## src/ffra_pkg.sv

```systemverilog
package ffra_pkg;

  localparam int unsigned MaxRegions = 64;
  localparam int unsigned PageShift  = 12;
  localparam int unsigned IdxW       = $clog2(MaxRegions);
  localparam int unsigned CntW       = $clog2(MaxRegions + 1);
  localparam int unsigned TotalW     = 21;

  localparam logic [1:0] StOk      = 2'd0;
  localparam logic [1:0] StNoSpace = 2'd1;
  localparam logic [1:0] StBadKind = 2'd2;
  localparam logic [1:0] StFull    = 2'd3;

  localparam logic [1:0] KindInvalid = 2'd3;

  localparam logic [0:0] RegWinStart = 1'b0;
  localparam logic [0:0] RegWinEnd   = 1'b1;

  // controller -> datapath
  typedef struct packed {
    logic load;      // latch request, check it
    logic rd_first;  // issue read of head entry
    logic rd_next;   // issue read of next entry
    logic check;     // read data valid: evaluate gap
    logic check_last; // evaluate trailing gap
    logic link_rd;   // read link of predecessor
    logic commit;    // write region, update head/links/total
    logic fail;      // deliver failure result
  } ffra_cmd_t;

  // datapath -> controller
  typedef struct packed {
    logic early_done; // bad kind/full/overflow/empty resolved
    logic found;
    logic walk_end;   // current entry is the last one
  } ffra_sts_t;

endpackage

```

## src/ffra_ctrl.sv

```systemverilog
module ffra_ctrl (
  input  logic                clk_i,
  input  logic                rst_ni,
  input  logic                in_valid_i,
  output logic                in_stall_o,
  input  logic                out_stall_i,
  output logic                out_valid_o,
  input  ffra_pkg::ffra_sts_t sts_i,
  output ffra_pkg::ffra_cmd_t cmd_o
);

  typedef enum logic [2:0] {
    Idle, Eval, Wait, Check, Link, Commit, Out
  } state_e;

  state_e state_q;
  logic   ok_q;

  assign in_stall_o = (state_q != Idle);

  always_comb begin
    cmd_o = '0;
    unique case (state_q)
      Idle:   cmd_o.load = in_valid_i;
      Eval:   cmd_o.rd_first = !sts_i.early_done;
      Wait:   ;
      Check: begin
        cmd_o.check      = 1'b1;
        cmd_o.check_last = sts_i.walk_end;
        cmd_o.rd_next    = 1'b1;
      end
      Link:   cmd_o.link_rd = 1'b1;
      Commit: begin
        cmd_o.commit = ok_q;
        cmd_o.fail   = !ok_q;
      end
      Out:    ;
      default: ;
    endcase
  end

  // sequencer: state and result valid
  always_ff @(posedge clk_i or negedge rst_ni) begin
    if (!rst_ni) begin
      state_q     <= Idle;
      ok_q        <= 1'b0;
      out_valid_o <= 1'b0;
    end else begin
      unique case (state_q)
        Idle: if (in_valid_i) state_q <= Eval;
        Eval: begin
          if (sts_i.early_done) begin
            ok_q    <= sts_i.found;
            state_q <= sts_i.found ? Link : Commit;
          end else begin
            state_q <= Wait;
          end
        end
        Wait: state_q <= Check;
        Check: begin
          if (sts_i.found) begin
            ok_q <= 1'b1; state_q <= Link;
          end else if (sts_i.walk_end) begin
            ok_q <= 1'b0; state_q <= Commit;
          end else begin
            state_q <= Wait;
          end
        end
        Link: state_q <= Commit;
        Commit: begin
          out_valid_o <= 1'b1;
          state_q     <= Out;
        end
        Out: if (!out_stall_i) begin
          out_valid_o <= 1'b0;
          state_q     <= Idle;
        end
        default: state_q <= Idle;
      endcase
    end
  end

endmodule

```

## config.mk

```make
export PLATFORM = sky130hd
export DESIGN_NAME = ffra_ctrl
export DESIGN_NICKNAME = d
export VERILOG_FILES = /design/src/ffra_pkg.sv /design/src/ffra_ctrl.sv
export SDC_FILE = /design/constraint.sdc
export NUM_CORES = 1
export LEC_CHECK = 0
export BUFFER_PORTS_ARGS = -buffer_cell sky130_fd_sc_hd__buf_2
export CAP_MARGIN = 5
export CORE_AREA = 2 2 39 41
export CTS_BUF_LIST = sky130_fd_sc_hd__clkbuf_4 sky130_fd_sc_hd__clkbuf_8
export CTS_CLUSTER_SIZE = 40
export DETAILED_ROUTE_END_ITERATION = 12
export DIE_AREA = 0 0 41 43
export MAX_ROUTING_LAYER = met4
export PLACE_DENSITY = 0.5
export SLEW_MARGIN = 10
export SYNTH_ARGS = -nofsm -noshare
export SYNTH_HDL_FRONTEND = slang
export SYNTH_SLANG_ARGS = --single-unit
export TNS_END_PERCENT = 5
```

## constraint.sdc

```tcl
create_clock -name clk_i -period 1.4 [get_ports clk_i]
set_input_delay 0.07 -clock clk_i [delete_from_list [all_inputs] [get_ports clk_i]]
set_output_delay 0.07 -clock clk_i [all_outputs]
set_load 0.02 [all_outputs]
```

==> results of run 1 <==
## final cells by class
type,count,area share [%]
sequential,5,21.91
multi-input combinational,30,42.52
inverter,4,2.603
tap,16,3.471
clock buffer,4,5.206
timing repair buffer,21,24.29
## through the flow
step	total power (µW)	area, µm²
after floorplan	775.4	367.9
after CTS	1252	536.8
after global placement	960.0	461.7
after global routing	1431	576.8
after detailed placement	960.2	461.7
final	1327	576.8
## worst max-delay path, stage by stage, from the launching register on
cell	delay, ps
dfrtp_2	430
or3_4	400
nor2_4	90
buf_6	120
## worst max-delay path by stage
stage	slack, ps	endpoint	depth (start not counted)
after detailed placement	160	ok_q	3
after global placement	170	ok_q	3
final	40	cmd_o[7]	3
after floorplan	-80	cmd_o[0]	3
after global routing	-6	cmd_o[7]	3
after CTS	3	cmd_o[7]	3
## state kept, by name (all words and copies together), names as in the netlist
signal,cells
state_q,3
out_valid_o,1
ok_q,1
## power groups by stage
| stage | sequential [µW] | combinational (µW) | clock, µW |
|---|---|---|---|
| floorplan | 298 | 477 | 0 |
| global placement | 322 | 638 | 0 |
| detailed placement | 320 | 640 | 0 |
| CTS | 300 | 754 | 197 |
| global route | 319 | 902 | 210 |
| finish | 309 | 830 | 188 |
## cells in the final DEF (no fill, tap or decap), types with 2 or more instances in the layout
master / instances
buf_2: 11
nor2b_1: 2
buf_4: 7
o21ai_0: 6
clkbuf_4: 4
and3_2: 2
buf_6: 2
inv_1: 4
dfrtp_1: 4
a21oi_1: 2
## repair_timing
action,4_1_cts,5_1_grt
endpoints found under the hold margin,5,0
gates resized for setup,5,10
hold buffers,1,0
setup endpoints to repair,4,6
pin swaps,0,1
setup buffers,2,0
## metal layers
| layer | wire [µm] | GRT usage [%] | vias up |
|---|---|---|---|
| met4 | 19 | 14.00 | 0 |
| met3 | 29 | 3.141 | 2 |
| met2 | 491 | 17.19 | 9 |
| met1 | 451 | 13.14 | 182 |
| met5 | 0 | - | - |
| li1 | - | - | 196 |
## cell usage after synthesis (all sizes together) (2+ instances only)
master	n
o21ai	6
dfrtp	5
inv	4
buf	3
nor2b	3
a21oi	2
and3	2
nor2	2
nor4b	2
## logic make-up (layout without fill, tap and decap cells)
family	Yosys count	in the layout	synth area share [%]
and+or+nand+nor	14	14	26.53
DFF	5	5	34.01
AOI/OAI and AO/OA	15	15	26.87
muxes	1	1	2.721
buffers and inverters	8	29	9.863
==> flow_summary.rst, run 1 <==
.. list-table::
   :header-rows: 1

   * - Metric
     - Value
   * - Maxcap violations
     - 0
   * - Area enclosed by the die boundary
     - 1763 µm²
   * - Placement row count
     - 14
   * - Chip height
     - 43 µm
   * - Number of DRC markers in iteration 0
     - 5
   * - Highest net fanout along the worst path
     - 5
   * - Clock network fraction of total power
     - 14.2%
   * - Post-synthesis instance area
     - 367.9 µm²
   * - Leakage
     - 0.0002813 µW
   * - Sequential Area
     - 126.4 µm²
   * - Final Non-Filler Cells
     - 80
   * - Share of the synthesized area in the top cell type
     - 34.01%
   * - Switching Share
     - 44.01%
   * - Mapped Nets
     - 50
   * - Post-Route Utilization
     - 41.68%
   * - CP arrival
     - 1290 ps
   * - Vias per cell
     - 4.863
   * - Inserted Clock Buffers
     - 3
   * - Most instantiated flip-flop cell in the synthesis netlist
     - dfrtp_1
   * - Total Routing Usage GR
     - 12.64%
   * - Final setup margin
     - 44.89 ps
   * - Cell Count Post-Placement
     - 73
   * - Sum Neg Setup Slack
     - 0 ps
   * - Power per standard cell area
     - 2301 nW/µm²
   * - Start point of the worst hold path
     - in_valid_i
   * - Average footprint of a synthesized cell
     - 8.555 µm²
   * - Register-to-register setup slack
     - 170 ps
   * - Core region area
     - 1384 µm²
   * - Global-route wire length before repair
     - 1366 µm
   * - Maximum number of pins on one net before global-route repair
     - 13
   * - Worst slew slack as a fraction of its limit
     - 85.97%
   * - CTS tree
     - done
   * - CP required
     - 1330 ps
   * - Clock buffer depth
     - 2
   * - Worst vdd rail ir drop
     - 0.0006286 V
   * - Hold Path Class
     - in -> reg
   * - Cell type contributing the most total cell area after synthesis
     - dfrtp_1
   * - Antenna Cells
     - 0
   * - Vias
     - 389
   * - Area taken by multi-input logic gates
     - 245.2 µm²
   * - Routed wirelength normalized by instance count
     - 12.39 µm
   * - DRC violations left
     - 0
   * - Net total in the final layout
     - 72
   * - Count of cells along the worst hold path
     - 2
   * - Routability-driven placement congestion ratio
     - 0.7558
   * - Slew at the pin closest to its max-slew limit
     - 209.9 ps
   * - Critical R2R Launch
     - state_q[2]
   * - Top area cells in the synthesized netlist
     - dfrtp_1 (34%), o21ai_0 (8.2%), nor4b_1 (4.8%)
   * - H-tree Lvls
     - 1
   * - Minimum period implied by the final worst setup slack
     - 1355 ps
   * - Fin crit share
     - 96.79%
   * - Design internal power
     - 743.1 µW
   * - Clock transition at path regs
     - 50 ps
   * - Vias in the first global route
     - 333
   * - Final setup violation count
     - 0
   * - Root Buffer
     - clkbuf_4
   * - Maximum frequency from static timing analysis
     - 737.9 MHz
   * - Outcome
     - completed
   * - Filler Cell Count
     - 157
   * - Proportion of synthesized flip-flops having asynchronous set or reset
     - 100.0%
   * - Clock sink count
     - 5
   * - Ratio of cells with drive above 1 in the final layout
     - 53.13%
   * - Number of enable flip-flop cells after synthesis
     - 0
   * - Type of element launching the critical path
     - register
   * - End of the worst hold path
     - state_q[0]
   * - Initial antenna violation count
     - 0
   * - Net switching power figure
     - 584.1 µW
   * - Synth cell types
     - 25
   * - Number of input and output port buffers inserted
     - 16
   * - Initial Utilization
     - 26.58%
   * - Area growth syn-to-layout
     - 56.80%
   * - Setup repair after global routing missed its margin
     - yes
   * - Worst-case setup slack after placement
     - 162.4 ps
   * - Combinational fraction of design power
     - 62.5%
   * - Iteration count of the initial detailed-routing pass
     - 3
   * - Sequential power share
     - 23.3%
   * - Total Routed Length
     - 991 µm
   * - Leftover overflow at the end of global routing
     - 0
   * - Setup clock skew after layout
     - 4.889 ps
   * - Category of the worst setup path capture point
     - primary output
   * - Number of primary I/O pins
     - 17
   * - Post-route antenna net violation count
     - 0
   * - Number of instances in the synthesized netlist
     - 43
   * - Number of warnings issued by yosys
     - 0
   * - Final hold slack
     - 94.53 ps
   * - CP startpoint
     - state_q[2]
   * - HPWL after detailed placement
     - 682.6 µm
   * - Depth of the most critical reg-to-reg path
     - 4
   * - Horizontal die dimension
     - 41 µm
   * - Clock latency on the worst-skew pair
     - 240 ps
   * - FF+latch count, synth
     - 5
   * - Portion of the post-synthesis area used by sequential elements
     - 34.01%
   * - Number of failing hold endpoints at the final stage
     - 0
   * - Reg2reg end
     - ok_q
   * - Worst Path Class, Setup
     - reg -> out
   * - Max-slew violation count
     - 0
No activity file was read; power rests on OpenSTA's default activity.
==> inputs of run 2 (changes only) <==
--- a/config.mk
+++ b/config.mk
@@ -5,6 +5,7 @@
 export SDC_FILE = /design/constraint.sdc
 export NUM_CORES = 1
 export LEC_CHECK = 0
+export ABC_AREA = 1
 export BUFFER_PORTS_ARGS = -buffer_cell sky130_fd_sc_hd__buf_2
 export CAP_MARGIN = 5
 export CORE_AREA = 2 2 39 41
@@ -13,7 +14,7 @@
 export DETAILED_ROUTE_END_ITERATION = 12
 export DIE_AREA = 0 0 41 43
 export MAX_ROUTING_LAYER = met4
-export PLACE_DENSITY = 0.5
+export PLACE_DENSITY = 0.48
 export SLEW_MARGIN = 10
 export SYNTH_ARGS = -nofsm -noshare
 export SYNTH_HDL_FRONTEND = slang
==> flow_summary.rst, run 2 <==
.. list-table::
   :header-rows: 1

   * - Metric
     - Value
   * - Outcome
     - completed
   * - Number of DRC markers in iteration 0
     - 5
   * - Category of the worst setup path capture point
     - primary output
   * - Net total in the final layout
     - 83
   * - Routability-driven placement congestion ratio
     - 0.7887
   * - Share of the synthesized area in the top cell type
     - 36.63%
   * - CTS tree
     - done
   * - Fraction of synthesized area in multiplexers
     - 0%
   * - Count of cell instances traversed by the critical path
     - 4
   * - Number of failing hold endpoints at the final stage
     - 0
   * - Total Routed Length
     - 849 µm
   * - Most used standard cell by instance count after synthesis
     - nand2_1
   * - Number of primary I/O pins
     - 17
   * - Clock transition at path regs
     - 40 ps
   * - Leftover overflow at the end of global routing
     - 0
   * - Proportion of synthesized flip-flops having asynchronous set or reset
     - 100.0%
   * - Summed area of non-filler cells in the final layout
     - 499.2 µm²
   * - CP arrival
     - 1250 ps
   * - Initial Utilization
     - 24.68%
   * - Mapped Nets
     - 60
   * - Vias in the first global route
     - 306
   * - List of most frequent post-synthesis cells
     - nand2_1 (11), inv_1 (10), nor2_1 (8)
   * - Minimum period implied by the final worst setup slack
     - 1325 ps
   * - Final hold slack
     - 74.13 ps
   * - Placement row count
     - 14
   * - Hold Path Class
     - in -> reg
   * - Maximum number of pins on one net before global-route repair
     - 8
   * - Slew at the pin closest to its max-slew limit
     - 178.8 ps
   * - Number of enable flip-flop cells after synthesis
     - 0
   * - Routed wirelength normalized by instance count
     - 9.330 µm
   * - Most frequent standard cell in the layout excluding fill and tap cells
     - buf_2
   * - Cell Count Post-Placement
     - 84
   * - Average footprint of a synthesized cell
     - 6.445 µm²
   * - Register name with the most flops
     - state_q
   * - HPWL after detailed placement
     - 632.7 µm
   * - Cell type contributing the most total cell area after synthesis
     - dfrtp_1
   * - Largest regs
     - state_q: 3 flops, ok_q: 1 flops, out_valid_o: 1 flops
   * - Simple-gate share of the synthesized area
     - 40.66%
   * - Final setup violation count
     - 0
   * - Slowest library cell on the worst path
     - dfrtp_1
   * - Sum Neg Setup Slack
     - 0 ps
   * - Clock latency on the worst-skew pair
     - 240 ps
   * - FF+latch count, synth
     - 5
   * - Type of element launching the critical path
     - register
   * - Post-route antenna net violation count
     - 0
   * - Leakage
     - 0.0002943 µW
   * - Max-slew violation count
     - 0
   * - Global-route wire length before repair
     - 1186 µm
   * - Synth Area in XOR/XNOR
     - 0%
   * - Initial antenna violation count
     - 0
   * - Number of instances in the synthesized netlist
     - 53
   * - Synth cell types
     - 15
   * - Count of cells along the worst hold path
     - 3
   * - Total Routing Usage GR
     - 10.86%
   * - Cells along the critical path
     - inv_1 > nand2_1 > nor2_1 > buf_2
   * - Fin crit share
     - 94.64%
   * - Most frequent cells in the layout
     - buf_2 (15), nand2_1 (11), inv_1 (10)
   * - Largest family of logic cells by synthesized area
     - simple AND/OR/NAND/NOR gates
   * - Setup clock skew after layout
     - 0.2536 ps
   * - Antenna Cells
     - 0
   * - H-tree Lvls
     - 1
   * - Filler Cell Count
     - 172
   * - Vias per cell
     - 4.297
   * - Power per standard cell area
     - 2262 nW/µm²
   * - Maximum frequency from static timing analysis
     - 754.7 MHz
   * - Number of input and output port buffers inserted
     - 16
   * - Worst Path Class, Setup
     - reg -> out
   * - CP required
     - 1330 ps
   * - Vias
     - 391
   * - Maxcap violations
     - 0
   * - Delay of the slowest cell on the worst path
     - 420 ps
   * - Buffer and inverter count on the worst path
     - 2
   * - Setup repair after global routing missed its margin
     - no
   * - Most instantiated flip-flop cell in the synthesis netlist
     - dfrtp_1
   * - Cell family contributing the most delay on the critical path
     - flip-flops
   * - Final Non-Filler Cells
     - 91
   * - Post-synthesis instance area
     - 341.6 µm²
   * - Inserted Clock Buffers
     - 3
   * - Horizontal die dimension
     - 41 µm
   * - Portion of the post-synthesis area used by sequential elements
     - 36.63%
   * - Synthesized-area fraction occupied by adder cells
     - 0%
   * - Ratio of cells with drive above 1 in the final layout
     - 41.33%
   * - DRC violations left
     - 0
   * - Top area cells in the synthesized netlist
     - dfrtp_1 (37%), nand2_1 (12%), inv_1 (11%)
   * - Highest net fanout along the worst path
     - 6
   * - Core region area
     - 1384 µm²
   * - Clock sink count
     - 5
   * - Depth of the most critical reg-to-reg path
     - 5
   * - Post-Route Utilization
     - 36.08%
   * - Chip height
     - 43 µm
   * - Area growth syn-to-layout
     - 46.15%
   * - Worst slew slack as a fraction of its limit
     - 88.08%
   * - Worst vdd rail ir drop
     - 0.0007740 V
   * - Area enclosed by the die boundary
     - 1763 µm²
   * - Clock buffer depth
     - 2
   * - Share of the synthesized area in compound gates (AO/OA/AOI/OAI)
     - 8.425%
   * - Number of flip-flops under the largest register name
     - 3
   * - Placed Area
     - 434.2 µm²
   * - Number of warnings issued by yosys
     - 0
   * - Iteration count of the initial detailed-routing pass
     - 2
   * - Root Buffer
     - clkbuf_4
run 2: cell families after synthesis:
group,count (synthesis)
simple gates,31
buf+inv,12
flops,5
compound gates,5
run 2: stage by stage:
stage | worst slack (ps) | total power, µW
6_report | 75.04 | 1129
5_1_grt | 7.424 | 1233
4_1_cts | 0.2530 | 1073
3_5_place_dp | 261.8 | 881.3
3_3_place_gp | 255.1 | 896.0
2_1_floorplan | 257.7 | 718.6
run 2: final cells by class:
class | instances | area (µm²) | area share (%)
clock buffer | 4 | 30.03 | 6.015
timing repair buffer | 19 | 107.6 | 21.55
tap | 16 | 20.02 | 4.010
multi-input combinational | 36 | 172.7 | 34.59
sequential | 5 | 127.6 | 25.56
inverter | 11 | 41.29 | 8.271
run 2: worst paths after layout:
path | start | end | slack [ps]
min in group asynchronous | rst_ni | state_q[0] | 170
hold / removal | out_stall_i | out_valid_o | 70
max in group asynchronous | rst_ni | state_q[2] | 1090
setup / recovery | state_q[0] | cmd_o[7] | 80
setup reg to reg | state_q[2] | ok_q | 300
hold reg to reg | out_valid_o | out_valid_o | 470
run 2: routing by layer:
| layer | track usage, % | wire, µm | part of all wire (%) | vias to the layer above |
|---|---|---|---|---|
| li1 | - | - | - | 208 |
| met1 | 13.07 | 402 | 47 | 172 |
| met2 | 13.75 | 399 | 47 | 9 |
| met3 | 3.141 | 42 | 4.9 | 2 |
| met4 | 10.00 | 5 | 0.59 | 0 |
| met5 | - | 0 | 0 | - |
run 2: where the power goes:
part	switching [µW]	leakage [µW]	internal (µW)
Clock	53.5	0.0000184	127
Sequential	81.6	0.0000572	224
Combinational	407	0.000219	236
Total	542	0.000294	587
run 2: tightest hold or removal path, cell delays in order:
cell and delay (ps):
buf_2 90, o21ai_1 60, nand2_1 50
run 2: timing repair:
item                                    4_1_cts  5_1_grt
resized for setup                             0        5
hold buffers                                  1        0
endpoints found under the hold margin         5        0
endpoints found under the setup margin        0        4
buffers inserted                              0        2
